File: src/sv/b58dec_pkg.sv
// b58dec_pkg: types, constants and helper functions shared by the did:key base58 decoder.
// No dependencies; the front end, queue, back end and top level of the decoder import it.
package b58dec_pkg;

   // Defaults for the top-level parameters
   localparam int DIGIT_DEPTH_DEF = 64;
   localparam int KEY_BYTES_DEF   = 32;

   // Fixed-prefix and decoding constants
   localparam int         PREFIX_LEN   = 9;
   localparam logic [6:0] ONES_MAX     = 7'd127;
   localparam logic [7:0] B58_RADIX    = 8'd58;
   localparam logic [7:0] MULTICODEC_0 = 8'hed;
   localparam logic [7:0] MULTICODEC_1 = 8'h01;
   localparam logic [7:0] CHAR_ONE     = 8'h31;

   // Command queue between front and back
   localparam int CMDQ_DEPTH = 4;

   // Result status codes
   typedef enum logic [1:0] {
      STATUS_OK     = 2'd0,
      STATUS_FORMAT = 2'd1,
      STATUS_DECODE = 2'd2,
      STATUS_SIZE   = 2'd3
   } status_type;

   // What the back end does with one character
   typedef enum logic [1:0] {
      CMD_SKIP  = 2'd0,
      CMD_ONE   = 2'd1,
      CMD_DIGIT = 2'd2,
      CMD_ERR   = 2'd3
   } cmd_kind_type;

   typedef struct packed {
      cmd_kind_type kind;
      logic [5:0]   value;    // base58 digit value for CMD_DIGIT
      status_type   err;      // error code for CMD_ERR
      logic         last;     // final character of the string
      logic         short_str; // string ended inside the prefix
   } cmd_type;

   // Back-end sequencer states
   typedef enum logic [3:0] {
      BK_IDLE,
      BK_PASS,
      BK_FIN,
      BK_CHK1,
      BK_CHK2,
      BK_ERR_OUT,
      BK_OUT_RD,
      BK_OUT_LD
   } bk_state_type;

   // Expected character at each prefix position ("did:key:z")
   function automatic logic [7:0] prefix_char(input logic [3:0] pos);
      logic [7:0] ch;
      unique case (pos)
         4'd0:    ch = 8'h64; // d
         4'd1:    ch = 8'h69; // i
         4'd2:    ch = 8'h64; // d
         4'd3:    ch = 8'h3a; // :
         4'd4:    ch = 8'h6b; // k
         4'd5:    ch = 8'h65; // e
         4'd6:    ch = 8'h79; // y
         4'd7:    ch = 8'h3a; // :
         4'd8:    ch = 8'h7a; // z
         default: ch = 8'h00;
      endcase
      return ch;
   endfunction

   // Base58btc alphabet lookup: {valid, value}
   function automatic logic [6:0] b58_lookup(input logic [7:0] c);
      logic [7:0] v;
      logic       ok;
      ok = 1'b1;
      v  = 8'd0;
      if (c >= 8'h31 && c <= 8'h39) begin        // '1'..'9'
         v = c - 8'h31;
      end else if (c >= 8'h41 && c <= 8'h48) begin // 'A'..'H'
         v = c - 8'h41 + 8'd9;
      end else if (c >= 8'h4a && c <= 8'h4e) begin // 'J'..'N'
         v = c - 8'h4a + 8'd17;
      end else if (c >= 8'h50 && c <= 8'h5a) begin // 'P'..'Z'
         v = c - 8'h50 + 8'd22;
      end else if (c >= 8'h61 && c <= 8'h6b) begin // 'a'..'k'
         v = c - 8'h61 + 8'd33;
      end else if (c >= 8'h6d && c <= 8'h7a) begin // 'm'..'z'
         v = c - 8'h6d + 8'd44;
      end else begin
         ok = 1'b0;
      end
      return {ok, v[5:0]};
   endfunction

endpackage

File: src/sv/b58dec_ram.sv
// b58dec_ram: generic single-write, single-read RAM with registered read data.
// No dependencies.
module b58dec_ram #(
   parameter int WIDTH = 8,
   parameter int DEPTH = 64
) (
   input  logic                     clock,
   input  logic                     wr_en,
   input  logic [$clog2(DEPTH)-1:0] wr_addr,
   input  logic [WIDTH-1:0]         wr_data,
   input  logic                     rd_en,
   input  logic [$clog2(DEPTH)-1:0] rd_addr,
   output logic [WIDTH-1:0]         rd_data
);

   logic [WIDTH-1:0] mem_ff [DEPTH];
   logic [WIDTH-1:0] rd_data_ff;

   always_ff @(posedge clock) begin
      if (wr_en) begin
         mem_ff[wr_addr] <= wr_data;
      end
      if (rd_en) begin
         rd_data_ff <= mem_ff[rd_addr];
      end
   end

   assign rd_data = rd_data_ff;

endmodule

File: src/sv/b58dec_fifo.sv
// b58dec_fifo: short command queue between the character front end and the back end.
// Depends on b58dec_pkg (cmd_type, CMDQ_DEPTH).
module b58dec_fifo (
   input  logic                clock,
   input  logic                reset,
   input  logic                push,
   input  b58dec_pkg::cmd_type push_cmd,
   output logic                full,
   input  logic                pop,
   output b58dec_pkg::cmd_type pop_cmd,
   output logic                empty
);
   import b58dec_pkg::*;

   localparam int PW = $clog2(CMDQ_DEPTH);
   localparam int CW = $clog2(CMDQ_DEPTH + 1);

   cmd_type         slot_ff [CMDQ_DEPTH];
   logic [PW-1:0]   wr_ptr_ff, wr_ptr_in;
   logic [PW-1:0]   rd_ptr_ff, rd_ptr_in;
   logic [CW-1:0]   fill_ff, fill_in;
   logic            do_push, do_pop;

   assign full    = (fill_ff == CW'(CMDQ_DEPTH));
   assign empty   = (fill_ff == '0);
   assign do_push = push && !full;
   assign do_pop  = pop && !empty;
   assign pop_cmd = slot_ff[rd_ptr_ff];

   // pointer and fill update
   always_comb begin
      wr_ptr_in = wr_ptr_ff;
      rd_ptr_in = rd_ptr_ff;
      fill_in   = fill_ff;
      if (do_push) begin
         wr_ptr_in = (wr_ptr_ff == PW'(CMDQ_DEPTH - 1)) ? '0 : wr_ptr_ff + 1'b1;
      end
      if (do_pop) begin
         rd_ptr_in = (rd_ptr_ff == PW'(CMDQ_DEPTH - 1)) ? '0 : rd_ptr_ff + 1'b1;
      end
      if (do_push && !do_pop) begin
         fill_in = fill_ff + 1'b1;
      end else if (do_pop && !do_push) begin
         fill_in = fill_ff - 1'b1;
      end
   end

   always_ff @(posedge clock) begin
      if (reset) begin
         wr_ptr_ff <= '0;
         rd_ptr_ff <= '0;
         fill_ff   <= '0;
      end else begin
         wr_ptr_ff <= wr_ptr_in;
         rd_ptr_ff <= rd_ptr_in;
         fill_ff   <= fill_in;
      end
   end

   // storage
   always_ff @(posedge clock) begin
      if (do_push) begin
         slot_ff[wr_ptr_ff] <= push_cmd;
      end
   end

endmodule

File: src/sv/b58dec_front.sv
// b58dec_front: accepts characters, checks the did:key:z prefix and classifies the rest
// into commands for the back end. Depends on b58dec_pkg.
module b58dec_front (
   input  logic                clock,
   input  logic                reset,
   input  logic                req_tvalid,
   output logic                req_tready,
   input  logic [7:0]          req_tdata,  // [7:0] char_code
   input  logic                req_tlast,  // is_final
   output logic                cmd_push,
   output b58dec_pkg::cmd_type cmd,
   input  logic                cmd_full
);
   import b58dec_pkg::*;

   logic [3:0] pos_ff, pos_in;
   logic       run_ff, run_in;   // inside the leading '1' run
   logic       ferr_ff, ferr_in; // front end already flagged an error
   logic [6:0] lookup;
   logic       in_prefix;

   assign req_tready = !cmd_full;
   assign cmd_push   = req_tvalid && !cmd_full;
   assign lookup     = b58_lookup(req_tdata);
   assign in_prefix  = (pos_ff < 4'(PREFIX_LEN));

   // classify one word
   always_comb begin
      pos_in        = pos_ff;
      run_in        = run_ff;
      ferr_in       = ferr_ff;
      cmd.kind      = CMD_SKIP;
      cmd.value     = lookup[5:0];
      cmd.err       = STATUS_FORMAT;
      cmd.last      = req_tlast;
      cmd.short_str = in_prefix;
      if (in_prefix) begin
         pos_in = pos_ff + 4'd1;
         if (!ferr_ff && req_tdata != prefix_char(pos_ff)) begin
            cmd.kind = CMD_ERR;
            ferr_in  = 1'b1;
         end
      end else if (!ferr_ff) begin
         if (run_ff && req_tdata == CHAR_ONE) begin
            cmd.kind = CMD_ONE;
         end else begin
            run_in = 1'b0;
            if (lookup[6]) begin
               cmd.kind = CMD_DIGIT;
            end else begin
               cmd.kind = CMD_ERR;
               cmd.err  = STATUS_DECODE;
               ferr_in  = 1'b1;
            end
         end
      end
      // a new string starts after the final character
      if (req_tlast) begin
         pos_in  = 4'd0;
         run_in  = 1'b1;
         ferr_in = 1'b0;
      end
   end

   always_ff @(posedge clock) begin
      if (reset) begin
         pos_ff  <= 4'd0;
         run_ff  <= 1'b1;
         ferr_ff <= 1'b0;
      end else if (cmd_push) begin
         pos_ff  <= pos_in;
         run_ff  <= run_in;
         ferr_ff <= ferr_in;
      end
   end

endmodule

File: src/sv/b58dec_back.sv
// b58dec_back: runs the multiply-by-58 carry passes over the digit store, does the final
// length and multicodec checks and streams out the key bytes or one error word.
// Depends on b58dec_pkg and b58dec_ram.
module b58dec_back #(
   parameter int DIGIT_DEPTH = b58dec_pkg::DIGIT_DEPTH_DEF,
   parameter int KEY_BYTES   = b58dec_pkg::KEY_BYTES_DEF
) (
   input  logic                clock,
   input  logic                reset,
   input  b58dec_pkg::cmd_type cmd,
   input  logic                cmd_empty,
   output logic                cmd_pop,
   output logic                rsp_tvalid,
   input  logic                rsp_tready,
   output logic [7:0]          rsp_tdata,  // [7:0] key_byte
   output logic                rsp_tlast,  // last_byte
   output logic [1:0]          rsp_tuser   // [1:0] status
);
   import b58dec_pkg::*;

   localparam int AW = $clog2(DIGIT_DEPTH);
   localparam int CW = $clog2(DIGIT_DEPTH + 1);
   localparam int SW = ((CW > 7) ? CW : 7) + 1;
   localparam int MW = 14;

   bk_state_type state_ff, state_in;
   logic [CW-1:0] count_ff, count_in;
   logic [6:0]    ones_ff, ones_in;
   logic          err_ff, err_in;
   status_type    kind_ff, kind_in;
   logic          last_ff, last_in;
   logic          short_ff, short_in;
   logic [5:0]    carry_ff, carry_in;
   logic [CW-1:0] rd_idx_ff, rd_idx_in;
   logic [AW-1:0] wr_idx_ff, wr_idx_in;
   logic          pend_ff, pend_in;
   logic          b0_ok_ff, b0_ok_in;
   logic [AW-1:0] out_idx_ff, out_idx_in;

   logic          rsp_valid_ff, rsp_valid_in;
   logic [7:0]    rsp_data_ff, rsp_data_in;
   logic          rsp_last_ff, rsp_last_in;
   status_type    rsp_status_ff, rsp_status_in;
   logic          rsp_load;

   logic          ram_we, ram_re;
   logic [AW-1:0] ram_waddr, ram_raddr;
   logic [7:0]    ram_wdata, ram_rdata;

   logic [MW-1:0] mac;
   logic [SW-1:0] total;
   logic [CW-1:0] top_idx;
   logic          out_free;

   b58dec_ram #(
      .WIDTH (8),
      .DEPTH (DIGIT_DEPTH)
   ) u_digits (
      .clock   (clock),
      .wr_en   (ram_we),
      .wr_addr (ram_waddr),
      .wr_data (ram_wdata),
      .rd_en   (ram_re),
      .rd_addr (ram_raddr),
      .rd_data (ram_rdata)
   );

   // digit * 58 + carry, carry stays below 58
   assign mac      = MW'(carry_ff) + MW'(ram_rdata) * MW'(B58_RADIX);
   assign total    = SW'(ones_ff) + SW'(count_ff);
   assign top_idx  = count_ff - CW'(1);
   assign out_free = !rsp_valid_ff || rsp_tready;

   // sequencer
   always_comb begin
      state_in      = state_ff;
      count_in      = count_ff;
      ones_in       = ones_ff;
      err_in        = err_ff;
      kind_in       = kind_ff;
      last_in       = last_ff;
      short_in      = short_ff;
      carry_in      = carry_ff;
      rd_idx_in     = rd_idx_ff;
      wr_idx_in     = wr_idx_ff;
      pend_in       = 1'b0;
      b0_ok_in      = b0_ok_ff;
      out_idx_in    = out_idx_ff;
      cmd_pop       = 1'b0;
      ram_we        = 1'b0;
      ram_waddr     = wr_idx_ff;
      ram_wdata     = mac[7:0];
      ram_re        = 1'b0;
      ram_raddr     = rd_idx_ff[AW-1:0];
      rsp_load      = 1'b0;
      rsp_data_in   = 8'd0;
      rsp_last_in   = 1'b1;
      rsp_status_in = kind_ff;

      unique case (state_ff)
         BK_IDLE: begin
            if (!cmd_empty) begin
               cmd_pop  = 1'b1;
               last_in  = cmd.last;
               short_in = cmd.short_str;
               state_in = cmd.last ? BK_FIN : BK_IDLE;
               if (!err_ff) begin
                  unique case (cmd.kind)
                     CMD_SKIP: ;
                     CMD_ONE: begin
                        if (ones_ff < ONES_MAX) begin
                           ones_in = ones_ff + 7'd1;
                        end
                     end
                     CMD_DIGIT: begin
                        carry_in  = cmd.value;
                        rd_idx_in = '0;
                        wr_idx_in = '0;
                        state_in  = BK_PASS;
                     end
                     CMD_ERR: begin
                        err_in  = 1'b1;
                        kind_in = cmd.err;
                     end
                     default: ;
                  endcase
               end
            end
         end

         // read digit j while writing back digit j-1
         BK_PASS: begin
            if (rd_idx_ff < count_ff) begin
               ram_re    = 1'b1;
               rd_idx_in = rd_idx_ff + CW'(1);
               pend_in   = 1'b1;
            end
            if (pend_ff) begin
               ram_we    = 1'b1;
               carry_in  = mac[13:8];
               wr_idx_in = wr_idx_ff + AW'(1);
            end
            if (!(rd_idx_ff < count_ff) && !pend_ff) begin
               if (carry_ff != 6'd0) begin
                  if (count_ff == CW'(DIGIT_DEPTH)) begin
                     err_in  = 1'b1;
                     kind_in = STATUS_SIZE;
                  end else begin
                     ram_we    = 1'b1;
                     ram_waddr = count_ff[AW-1:0];
                     ram_wdata = {2'b00, carry_ff};
                     count_in  = count_ff + CW'(1);
                  end
               end
               state_in = last_ff ? BK_FIN : BK_IDLE;
            end
         end

         // end-of-string checks, first error wins
         BK_FIN: begin
            priority if (err_ff) begin
               state_in = BK_ERR_OUT;
            end else if (short_ff) begin
               err_in   = 1'b1;
               kind_in  = STATUS_FORMAT;
               state_in = BK_ERR_OUT;
            end else if (total > SW'(DIGIT_DEPTH)) begin
               err_in   = 1'b1;
               kind_in  = STATUS_SIZE;
               state_in = BK_ERR_OUT;
            end else if (total != SW'(KEY_BYTES + 2) || ones_ff != 7'd0) begin
               err_in   = 1'b1;
               kind_in  = STATUS_FORMAT;
               state_in = BK_ERR_OUT;
            end else begin
               ram_re    = 1'b1;
               ram_raddr = top_idx[AW-1:0];
               state_in  = BK_CHK1;
            end
         end

         // multicodec byte 0 arrives, fetch byte 1
         BK_CHK1: begin
            b0_ok_in  = (ram_rdata == MULTICODEC_0);
            ram_re    = 1'b1;
            ram_raddr = top_idx[AW-1:0] - AW'(1);
            state_in  = BK_CHK2;
         end

         BK_CHK2: begin
            if (!b0_ok_ff || ram_rdata != MULTICODEC_1) begin
               err_in   = 1'b1;
               kind_in  = STATUS_FORMAT;
               state_in = BK_ERR_OUT;
            end else begin
               out_idx_in = AW'(KEY_BYTES - 1);
               state_in   = BK_OUT_RD;
            end
         end

         BK_ERR_OUT: begin
            if (out_free) begin
               rsp_load = 1'b1;
               count_in = '0;
               ones_in  = 7'd0;
               err_in   = 1'b0;
               kind_in  = STATUS_OK;
               state_in = BK_IDLE;
            end
         end

         BK_OUT_RD: begin
            if (out_free) begin
               ram_re    = 1'b1;
               ram_raddr = out_idx_ff;
               state_in  = BK_OUT_LD;
            end
         end

         // output register is free here: it was free when the read was issued
         BK_OUT_LD: begin
            rsp_load      = 1'b1;
            rsp_data_in   = ram_rdata;
            rsp_last_in   = (out_idx_ff == '0);
            rsp_status_in = STATUS_OK;
            if (out_idx_ff == '0) begin
               count_in = '0;
               ones_in  = 7'd0;
               err_in   = 1'b0;
               kind_in  = STATUS_OK;
               state_in = BK_IDLE;
            end else begin
               out_idx_in = out_idx_ff - AW'(1);
               state_in   = BK_OUT_RD;
            end
         end

         default: state_in = BK_IDLE;
      endcase
   end

   // output register valid
   always_comb begin
      if (rsp_load) begin
         rsp_valid_in = 1'b1;
      end else if (rsp_tready) begin
         rsp_valid_in = 1'b0;
      end else begin
         rsp_valid_in = rsp_valid_ff;
      end
   end

   // control state
   always_ff @(posedge clock) begin
      if (reset) begin
         state_ff     <= BK_IDLE;
         count_ff     <= '0;
         ones_ff      <= 7'd0;
         err_ff       <= 1'b0;
         kind_ff      <= STATUS_OK;
         pend_ff      <= 1'b0;
         rsp_valid_ff <= 1'b0;
      end else begin
         state_ff     <= state_in;
         count_ff     <= count_in;
         ones_ff      <= ones_in;
         err_ff       <= err_in;
         kind_ff      <= kind_in;
         pend_ff      <= pend_in;
         rsp_valid_ff <= rsp_valid_in;
      end
   end

   // working registers and output payload
   always_ff @(posedge clock) begin
      last_ff    <= last_in;
      short_ff   <= short_in;
      carry_ff   <= carry_in;
      rd_idx_ff  <= rd_idx_in;
      wr_idx_ff  <= wr_idx_in;
      b0_ok_ff   <= b0_ok_in;
      out_idx_ff <= out_idx_in;
      if (rsp_load) begin
         rsp_data_ff   <= rsp_data_in;
         rsp_last_ff   <= rsp_last_in;
         rsp_status_ff <= rsp_status_in;
      end
   end

   assign rsp_tvalid = rsp_valid_ff;
   assign rsp_tdata  = rsp_data_ff;
   assign rsp_tlast  = rsp_last_ff;
   assign rsp_tuser  = rsp_status_ff;

endmodule

File: src/sv/did_key_base58_decoder.sv
// did_key_base58_decoder: top level of the did:key base58btc decoder.
// Depends on b58dec_pkg, b58dec_front, b58dec_fifo, b58dec_back (and b58dec_ram below it).
//
//   Channel   Direction  Ports                      Contents
//   req_      in         tvalid tready tdata tlast  one character, tlast on the final one
//   rsp_      out        tvalid tready tdata tlast  key byte, tlast on the final word,
//                        tuser                      tuser = status
//
// A prefix or leading '1' character is taken by the back end in its idle state; a base58
// character runs a carry pass over the stored digits through the single read and write
// port of the digit store. The final character adds the checks (BK_FIN, BK_CHK1, BK_CHK2),
// then a read and a load state per key byte; an error word is loaded in BK_ERR_OUT. The
// front end takes a word each cycle while the command queue has room, so the two sides
// stall independently. Reset is synchronous; no clearing pass.
module did_key_base58_decoder #(
   parameter int DIGIT_DEPTH = b58dec_pkg::DIGIT_DEPTH_DEF,
   parameter int KEY_BYTES   = b58dec_pkg::KEY_BYTES_DEF
) (
   input  logic       clock,
   input  logic       reset,
   input  logic       req_tvalid,
   output logic       req_tready,
   input  logic [7:0] req_tdata,  // [7:0] char_code
   input  logic       req_tlast,  // is_final
   output logic       rsp_tvalid,
   input  logic       rsp_tready,
   output logic [7:0] rsp_tdata,  // [7:0] key_byte
   output logic       rsp_tlast,  // last_byte
   output logic [1:0] rsp_tuser   // [1:0] status
);
   import b58dec_pkg::*;

   cmd_type push_cmd, pop_cmd;
   logic    push, pop, full, empty;

   // character classification
   b58dec_front u_front (
      .clock      (clock),
      .reset      (reset),
      .req_tvalid (req_tvalid),
      .req_tready (req_tready),
      .req_tdata  (req_tdata),
      .req_tlast  (req_tlast),
      .cmd_push   (push),
      .cmd        (push_cmd),
      .cmd_full   (full)
   );

   // command queue
   b58dec_fifo u_queue (
      .clock    (clock),
      .reset    (reset),
      .push     (push),
      .push_cmd (push_cmd),
      .full     (full),
      .pop      (pop),
      .pop_cmd  (pop_cmd),
      .empty    (empty)
   );

   // decoding and result stream
   b58dec_back #(
      .DIGIT_DEPTH (DIGIT_DEPTH),
      .KEY_BYTES   (KEY_BYTES)
   ) u_back (
      .clock      (clock),
      .reset      (reset),
      .cmd        (pop_cmd),
      .cmd_empty  (empty),
      .cmd_pop    (pop),
      .rsp_tvalid (rsp_tvalid),
      .rsp_tready (rsp_tready),
      .rsp_tdata  (rsp_tdata),
      .rsp_tlast  (rsp_tlast),
      .rsp_tuser  (rsp_tuser)
   );

endmodule

File: config.mk
export PLATFORM = sky130hd
export DESIGN_NAME = did_key_base58_decoder
export DESIGN_NICKNAME = d
export VERILOG_FILES = /design/src/sv/b58dec_pkg.sv /design/src/sv/b58dec_ram.sv /design/src/sv/b58dec_fifo.sv /design/src/sv/b58dec_front.sv /design/src/sv/b58dec_back.sv /design/src/sv/did_key_base58_decoder.sv
export SDC_FILE = /design/constraint.sdc
export NUM_CORES = 1
export LEC_CHECK = 0
export BUFFER_PORTS_ARGS = -buffer_cell sky130_fd_sc_hd__clkbuf_2
export CAP_MARGIN = 40
export CORE_MARGIN = 2
export CORE_UTILIZATION = 43
export CTS_CLUSTER_SIZE = 28
export DETAILED_ROUTE_END_ITERATION = 10
export PLACE_DENSITY = 0.61
export SYNTH_ARGS = -nofsm -noshare
export SYNTH_HDL_FRONTEND = slang
export SYNTH_SLANG_ARGS = --single-unit
File: constraint.sdc
create_clock -name clock -period 6.1 [get_ports clock]
set_input_delay 0.305 -clock clock [delete_from_list [all_inputs] [get_ports clock]]
set_output_delay 0.305 -clock clock [all_outputs]
set_load 0.02 [all_outputs]
# After elaboration in Yosys (flattened, before gate mapping)
# Memory sizes are Yosys's and may differ from the RTL's. A register that Yosys moved wholly into a read port is not among the register bits.
# Cells that the tools add are included.
classes:
  n_lt_le_gt_ge: 16
  div_mod_pow: 0
  n_shift: 0
  n_eq_ne: 43
  n_reduce_logical: 52
  n_bitwise: 2
  mux: 149
  n_addsub: 25
  mul: 1
op_table:
  columns: ["op", "count"]
  rows:
  - ["$mux W6", 25]
  - ["$mux W7", 13]
  - ["$mux W2", 28]
  - ["$mux W4", 13]
  - ["$mux W1", 49]
  - ["$pmux W7 S3", 2]
  - ["$ge A8 B7 Y1 const B", 5]
  - ["$le A8 B7 Y1 const B", 5]
  - ["$mux W8", 5]
  - ["$pmux W6 S2", 3]
  - ["$pmux W4 S8", 1]
  - ["$ne A2 B2 Y1 const B", 12]
  - ["$sub A6 B1 Y6 const B", 4]
  - ["$add A7 B1 Y7 const B", 3]
  - ["$ne A2 B1 Y1 const B", 10]
  - ["$pmux W6 S3", 1]
  - ["$sub A6 B6 Y6 const B", 3]
  - ["$eq A4 B3 Y1 const B", 4]
  - ["$add A6 B14 Y14", 1]
  - ["$logic_and A1 B1 Y1", 14]
  - ["$pmux W7 S2", 1]
  - ["$mul A8 B5 Y13 const B", 1]
  - ["$add A6 B5 Y6 const B", 2]
  - ["$add A6 B6 Y6 const B", 2]
  - ["52 further kinds", 81]
totals:
  ramBits: 560
  n_memories: 3
  out_inout_bits: 13
  input_bits: 13
  latchBits: 0
  mem_bits_ro: 112
  register_bits: 75
mem_list:
  columns: ["memory", "depth", "width", "read_ports", "rd_clocked_by_memory_dff", "wr", "line_no", "source"]
  rows:
  - ["u_back.u_digits.mem_ff", 64, 8, 1, 1, 1, "b58dec_ram.sv:16", "logic [WIDTH-1:0] mem_ff [DEPTH];"]
  - ["(no name shown)", 16, 7, 1, 1, 0, "b58dec_pkg.sv:59", "unique case (pos)"]
  - ["u_queue.slot_ff", 4, 12, 1, 1, 1, "b58dec_fifo.sv:18", "cmd_type slot_ff [CMDQ_DEPTH];"]

# Logic depth before layout (Yosys ltp)
# Gate-level depths: netlist (run 1).
logic_depth:
  ltp_word: 13
  depth_mapped: 18
  depth_no_buf: 18

# Hierarchy
# Synthesis (run 1) repeated with hierarchy kept, for this count alone.
unflattened:
  cells_unflattened: 1920
  area_unflattened_um2: 29607.1
modules_own_cells:
  columns: ["module", "seq_area_each_um2", "cells_per_inst", "instances", "area_each_um2"]
  rows:
  - ["b58dec_ram", 15615.0, 972, 1, 20270.7]
  - ["b58dec_back", 1611.5, 621, 1, 5415.2]
  - ["b58dec_fifo", 1621.6, 112, 1, 2218.4]
  - ["b58dec_front", 260.2, 215, 1, 1702.9]

# Least setup slack after synthesis (run 1)
# Ideal clock, no wire load.
synth_path:
  kind: "register to register"
  startpoint: "reg u_back.count_ff[1]"
  endpoint: "mem u_back.u_digits.mem_ff[0][2] (data pin)"
  arrival_ns: 4.523
  setup_slack_ns: 1.029
  period_less_slack_ns: 5.071
  required_ns: 5.551
  setup_ns: 0.549
  path_stages_with_launch: 15
  cell_sequence: "dfxtp_1 > inv_1 > ha_1 > a21o_1 > a21o_1 > a21o_1 > a21o_1 > a21o_1 > a21oi_2 > or4_1 > clkbuf_1 > buf_2 > clkbuf_1 > nor2_1 > a21oi_1"
synth_via:
  elab_chain_cells: 5
  elab_cells_between_ends: 8
  classes_between: "1 x order compare; 1 x eq/ne; 4 x mux; 2 x reduce/logical"
synth_lines:
  columns: ["element", "line_no", "source"]
  rows:
  - ["start: declaration", "b58dec_back.sv:27", "logic [CW-1:0] count_ff, count_in;"]
  - ["start signal: assignment", "b58dec_back.sv:265", "count_ff <= count_in;"]
  - ["$lt A7 B7 Y1 / $eq A7 B7 Y1 (equally long branches)", "b58dec_back.sv:143, b58dec_back.sv:145", null]
  - ["$logic_not A1 Y1 / $mux W8 (equally long branches)", "b58dec_back.sv:143, b58dec_back.sv:145", null]
  - ["$logic_and A1 B1 Y1 / $mux W8 (equally long branches)", "b58dec_back.sv:143, b58dec_back.sv:144", null]
  - ["$mux W8 (*)", "b58dec_back.sv:143", "if (!(rd_idx_ff < count_ff) && !pend_ff) begin"]
  - ["$mux W8 (*)", "b58dec_back.sv:100", "unique case (state_ff)"]
  - ["net u_back.ram_wdata[2]", "b58dec_back.sv:48", "logic [7:0] ram_wdata, ram_rdata;"]
  - ["end: declaration", "b58dec_ram.sv:16", null]
# Mark *: on every way through the listed nets, which the timed path passes. The rest lies on a longest branch.

# Final worst setup path (run 1)
layout_path:
  startpoint: "reg u_back.count_ff[2]"
  endpoint: "reg u_back.u_digits.rd_data_ff[6], in the netlist u_back.u_digits.rd_data[6] (read register of u_back.u_digits.mem_ff) (data pin)"
layout_via:
  elab_chain_cells: 8
  elab_cells_between_ends: 18
  classes_between: "3 x add/sub; 2 x order compare; 1 x eq/ne; 11 x mux; 1 x reduce/logical"
layout_lines:
  columns: ["element", "line_no", "source"]
  rows:
  - ["branches (longest 8 deep; another with $add A7 B7 Y8)", null, null]
  - ["end: declaration", "b58dec_ram.sv:17", "logic [WIDTH-1:0] rd_data_ff;"]
# Several ways; the timed one is not identified.
# A chain may end at the register's enable or synchronous reset.

==> results.md, run 1 <==
- Status: finished clean
- Post-synth top cells: edfxtp_1 (607), nand2_1 (277), a21oi_1 (164)
- Core box area: 68700 sq um
- Worst R2R Setup Slack: 0.80 ns
- Final #Nets: 2471
- Initial core utilization: 43.5%
- Max Cap Viol: 0
- First-pass GRT wire length: 115 mm
- TritonCTS Buffers: 72
- Critical path peak fanout: 42
- Fin util: 49.3%
- Tcrit/Tclk final: 86.8%
- Synth async-reset ratio: 0%
- Worst VDD drop: 0.845 mV
- Ys Warns: 0
- Clock Skews: 0.0271 ns
- Fillers: 5958
- Clock tree buffer depth: 3
- Yosys cell types: 93
- Complex-gate fraction of the synthesized area: 11.1%
- Placed cells: 3211
- Sequential element share of the synthesized area: 64.0%
- Post-synthesis simple-gate area fraction: 9.51%
- WL final: 74.9 mm
- Post-CTS resize count: 0
- Final Setup Violations: 0
- Final period demand of the worst path: 5.30 ns
- CP bufs+invs: 2
- Worst skew pair latency: 0.62 ns
- Reg clk slew, reported paths: 0.07 ns
- Layout cells sized above 1: 11.7%
- Synth Area in XOR/XNOR: 1.93%
- Drt wl/cell: 22.4 um
- CTS Sinks: 651
- I/O Pins: 26
- Routed Antenna Nets: 0
- Cell family with most CP delay: compound AO/OA/AOI/OAI gates
- Slew margin rel.: 39.7%
- Synth Net Count: 2397
- Top-count cell post-synth: edfxtp_1
- Iteration-0 DRC Markers: 1845
- Root buf cell: clkbuf_16
- Worst-margin pin slew: 0.900 ns
- CTS tree: done
- Max stage delay on crit path: 0.78 ns
- Synth Cell Area: 29900 sq um
- Buffers on Ports: 25
- Max-slew violations: 0
- Synthesized flop and latch total: 651
- DR pass1 iterations: 7
- Largest family of logic cells by synthesized area: compound AO/OA/AOI/OAI gates
- Critical Path End Type: register
- Final Hold Fails: 0
- Synth area leaders: edfxtp_1 (61%), mux2i_1 (4.6%), ha_1 (3.7%)
- All-Layer GR Usage: 21.1%
- Drc violations: 0
- Pin count of the biggest net entering global routing: 84
- Most used cell, CP: a31oi_1
- Leak pwr: 12.0 nW
- Syn Area/Cell: 13.1 sq um
- GPL Wtd Cong: 0.894
- Power Density: 640 nW/um^2
- Critical path class: register to register
- Top cell type's share of synthesized area: 61.0%
- Post-synth EDFFs: 607
- Die X: 268 um
- Core Rows: 96
- HPWL Detailed: 49.5 mm
- RSZ-0062 raised after global routing: no
- CP max-delay cell: a2111oi_1
- Hold_ws: 0.198 ns
- Setup TNS: 0 ns
- Final Power: 21.7 mW
- Via count: 19100
- Die ar.: 71600 sq um
- Layout Cells excl Fill: 3343
- Vias in the first global route: 19000
- H-Tree Depth: 3
- Post-synthesis mux area share: 5.68%
- Cells after Synth: 2282
- Synth Flop Type: edfxtp_1
- Max frequency: 189 MHz
- Worst path cell trace: ha_1 -> nor2b_1 -> or4_1 -> a211o_1 -> a21oi_2 -> a31oi_1 -> and2_4 -> buf_12 -> buf_4 -> nor2_1 -> a31oi_1 -> and3_1 -> a2111oi_1 -> nand4_1
- Setup crit start kind: register
- Initial antenna violation count: 0
- CP required: 6.43 ns
- Height of the die: 268 um
- GRT Residual Overflow: 0
- DR vias/cell: 5.73
- Post-synthesis adder-cell area fraction: 4.66%
- Critical Path AT: 5.63 ns
- Ant diodes: 0
- P&R area growth vs syn: 13.3%
- Hold Crit Class: input pin to register
- Cell taking the most area after synthesis: edfxtp_1
-- worst paths after layout --
path         cells past startpoint                          to                from
max                             14  u_back.u_digits.rd_data[6]  u_back.count_ff[2]
min                              4        u_queue.wr_ptr_ff[1]          req_tvalid
max reg2reg                     14  u_back.u_digits.rd_data[6]  u_back.count_ff[2]
min reg2reg                      1              u_front.run_ff      u_front.run_ff
-- worst register-to-register path, cell delays in order (launching register included) --
cell	delay, ns
dfxtp_1	0.55
ha_1	0.36
nor2b_1	0.19
or4_1	0.43
a211o_1	0.37
a21oi_2	0.48
a31oi_1	0.19
and2_4	0.33
buf_12	0.24
buf_4	0.26
nor2_1	0.31
a31oi_1	0.12
and3_1	0.24
a2111oi_1	0.78
nand4_1	0.17
-- routing by layer --
layer  vias to the layer above  track usage [%]  routed length, um  share of wire [%]
li1                       8808                -                  -                  -
met1                      9590             28.6              32400                 43
met2                       607             34.8              36200                 48
met3                       137             2.89               3890                5.2
met4                         0             7.44               2420                3.2
met5                         -                0                  0                  0
-- what timing repair did --
action / 4_1_cts / 5_1_grt
hold endpoints to repair: 4 / 0
setup buffers: 0 / 0
hold buffers: 1 / 0
-- layout make-up --
type | instances | area (sq um) | area share, %
Sequential cell | 651 | 19100 | 56.4
Multi-Input combinational cell | 1425 | 9910 | 29.3
Clock buffer | 91 | 1940 | 5.72
Tap cell | 931 | 1160 | 3.44
Timing Repair Buffer | 125 | 1050 | 3.10
Clock inverter | 39 | 382 | 1.13
Inverter | 81 | 304 | 0.898
-- cells in the final DEF (no fill, tap or decap), drive strengths merged, types with 6 or more instances in the layout --
master / n
a21oi: 167
and3: 15
nand3b: 7
a22o: 24
a21o: 21
o21ai: 49
nand2b: 10
o211ai: 7
or2: 11
buf: 99
nand2: 278
o22ai: 14
a32oi: 19
edfxtp: 607
nor4: 12
fa: 14
nand3: 37
dfxtp: 44
a22oi: 17
a211oi: 6
and2: 7
ha: 88
or3: 6
mux4: 12
nor2b: 10
mux2i: 138
clkinv: 31
nor3: 54
nand4: 18
nor2: 148
o221ai: 6
xor2: 21
xnor2: 44
a31oi: 15
a221o: 7
inv: 83
o2111a: 7
clkbuf: 116
a221oi: 55
-- cells by family after synthesis --
| kind of cell | Yosys count |
|---|---|
| flip-flops | 651 |
| AND/OR/NAND/NOR | 631 |
| AO/OA/AOI/OAI | 472 |
| buffers and inverters | 206 |
| multiplexers | 154 |
| adder cells (fa/ha/maj) | 103 |
| XOR/XNOR | 65 |
-- power by group --
group / total, mW / internal (mW) / switching, mW / leakage (nW)
combinational: 9.60 / 2.95 / 6.66 / 5.05
sequential: 7.79 / 7.58 / 0.211 / 5.82
clock: 4.25 / 2.48 / 1.77 / 1.13
total: 21.6 / 13.0 / 8.64 / 12.0
-- state kept, by name, summed over array words and instances (netlist names), 3 cells and up, named ones only --
register,cells
u_back.carry_ff,6
u_back.count_ff,7
u_back.u_digits.rd_data,8
u_back.out_idx_ff,6
u_back.ones_ff,7
u_back.state_ff,3
u_back.u_digits.mem_ff,512
u_queue.slot_ff,48
u_back.wr_idx_ff,6
u_back.rsp_tdata,8
u_front.pos_ff,4
u_back.rd_idx_ff,7
u_queue.fill_ff,3
-- stage by stage --
step	instance area, sq um	setup slack (ns)
global route	33900	0.648
global placement	31300	0.910
detailed placement	31500	0.971
finish	33900	0.804
CTS	33800	0.917
floorplan	29900	1.03
No activity file was read; power rests on OpenSTA's default activity.
==> run 2, diff against run 1 <==
--- a/config.mk
+++ b/config.mk
@@ -5,12 +5,12 @@
 export SDC_FILE = /design/constraint.sdc
 export NUM_CORES = 1
 export LEC_CHECK = 0
-export BUFFER_PORTS_ARGS = -buffer_cell sky130_fd_sc_hd__clkbuf_2
 export CAP_MARGIN = 40
 export CORE_MARGIN = 2
 export CORE_UTILIZATION = 43
 export CTS_CLUSTER_SIZE = 28
 export DETAILED_ROUTE_END_ITERATION = 10
+export DONT_BUFFER_PORTS = 1
 export PLACE_DENSITY = 0.61
 export SYNTH_ARGS = -nofsm -noshare
 export SYNTH_HDL_FRONTEND = slang
==> results.md, run 2 (same netlist as run 1, synthesis figures left out) <==
- Status: finished clean
- Worst-margin pin slew: 0.944 ns
- Final Setup Violations: 0
- Largest regs: u_back.u_digits.mem_ff: 512 flops, u_queue.slot_ff: 48 flops
- Critical path class: register to register
- Most common cell after layout, fill and taps aside: edfxtp_1
- Drt wl/cell: 22.8 um
- GPL Wtd Cong: 0.897
- Worst VDD drop: 1.59 mV
- Slew margin rel.: 36.8%
- Root buf cell: clkbuf_16
- Initial antenna violation count: 0
- Power Density: 635 nW/um^2
- Critical Path End Type: register
- DR pass1 iterations: 6
- RSZ-0062 raised after global routing: no
- Setup crit start kind: register
- CTS tree: done
- Iteration-0 DRC Markers: 1731
- TritonCTS Buffers: 71
- All-Layer GR Usage: 21.1%
- Die ar.: 71600 sq um
- Worst skew pair latency: 0.63 ns
- Die X: 268 um
- Routed Antenna Nets: 0
- Final #Nets: 2430
- Post-CTS resize count: 0
- GRT Residual Overflow: 0
- H-Tree Depth: 3
- DR vias/cell: 5.70
- Core box area: 68700 sq um
- Most used cell, CP: a211o_1
- Clock Skews: 0.0290 ns
- Critical path peak fanout: 51
- Max Cap Viol: 0
- Cell family with most CP delay: compound AO/OA/AOI/OAI gates
- Setup TNS: 0 ns
- Layout Cells excl Fill: 3303
- CTS Sinks: 651
- Max stage delay on crit path: 0.68 ns
- Max frequency: 186 MHz
- Core Rows: 96
- Largest register FFs: 512
- Initial core utilization: 43.5%
- Max-slew violations: 0
- P&R area growth vs syn: 12.5%
- Height of the die: 268 um
- Worst path cell trace: ha_1 -> nor2b_1 -> or4_1 -> a211o_1 -> a21oi_2 -> a211o_1 -> o311a_4 -> buf_12 -> mux2i_1 -> a22o_1 -> o22ai_1 -> a211oi_1 -> nand4_1
- Buffers on Ports: 0
- Clock tree buffer depth: 3
- Leak pwr: 11.8 nW
- Fillers: 6035
- CP max-delay cell: a211oi_1
- Pin count of the biggest net entering global routing: 98
- First-pass GRT wire length: 114 mm
- Via count: 18800
- Drc violations: 0
- Reg clk slew, reported paths: 0.05 ns
- Hold Crit Class: input pin to register
- I/O Pins: 26
- Final period demand of the worst path: 5.39 ns
- Critical Path AT: 5.70 ns
- Final Hold Fails: 0
- WL final: 75.3 mm
- Most flops, register: u_back.u_digits.mem_ff
- CP bufs+invs: 1
- HPWL Detailed: 49.8 mm
- Layout cells sized above 1: 10.1%
- CP required: 6.41 ns
- Vias in the first global route: 18600
- Placed cells: 3168
- Commonest cells after routing, fill and taps aside: edfxtp_1 (607), nand2_1 (276), a21oi_1 (160), nor2_1 (143), mux2i_1 (137)
- Ant diodes: 0
- Tcrit/Tclk final: 88.3%
## run 2: cell count changes in the layout (fill, tap and decap cells not counted), sizes merged
cell           change
clkdlybuf4s15      +1
dlygate4sd3        +1
clkinv             -1
buf               -17
inv                -3
clkbuf            -21
## run 2: area by class of cell
cell class                      count  area [sq um]  share of cell area [%]
Sequential cell                   651         19100                    56.9
Multi-Input combinational cell   1425          9910                    29.5
Clock buffer                       95          1930                    5.74
Tap cell                          931          1160                    3.47
Timing Repair Buffer               85           823                    2.45
Clock inverter                     35           359                    1.07
Inverter                           81           304                   0.905
## run 2: timing repair
item,CTS,global route
endpoints found under the hold margin,29,0
hold buffers,2,0
setup buffers,0,0
## run 2: layer usage
layer	routed length (um)	GRT usage (%)	part of all wire, %	vias up
li1	-	-	-	8716
met1	33300	29.3	44	9420
met2	35700	34.1	47	588
met3	4480	3.18	5.9	108
met4	1890	6.70	2.5	0
met5	0	0	0	-
## run 2: through the flow
| stage | utilization (%) | instance area [sq um] | setup WS (ns) | hold WS, ns | total power, mW |
|---|---|---|---|---|---|
| 6_report | 48.9 | 33600 | 0.712 | 0.0294 | 21.3 |
| 5_1_grt | 48.9 | 33600 | 0.441 | 0.0387 | 22.3 |
| 4_1_cts | 48.9 | 33600 | 0.780 | 0.0113 | 21.5 |
| 3_5_place_dp | 45.5 | 31300 | 0.801 | 0.382 | 17.2 |
| 3_3_place_gp | 45.2 | 31100 | 0.691 | 0.380 | 16.9 |
| 2_1_floorplan | - | 29900 | 1.03 | 0.404 | 12.4 |
## run 2: power breakdown
group	total (mW)	leakage, nW	internal [mW]	switching (mW)
Combinational	9.34	4.87	2.72	6.62
Sequential	7.80	5.82	7.61	0.183
Clock	4.21	1.11	2.45	1.76
## run 2: path summary, 6_finish.rpt
| path | startpoint | end | slack (ns) | cells after the start |
|---|---|---|---|---|
| max | u_back.count_ff[2] | u_back.u_digits.rd_data[6] | 0.71 | 13 |
| min | reset | u_back.ones_ff[5] | 0.03 | 2 |
| max reg2reg | u_back.count_ff[2] | u_back.u_digits.rd_data[6] | 0.71 | 13 |
| min reg2reg | u_front.run_ff | u_front.run_ff | 0.46 | 1 |
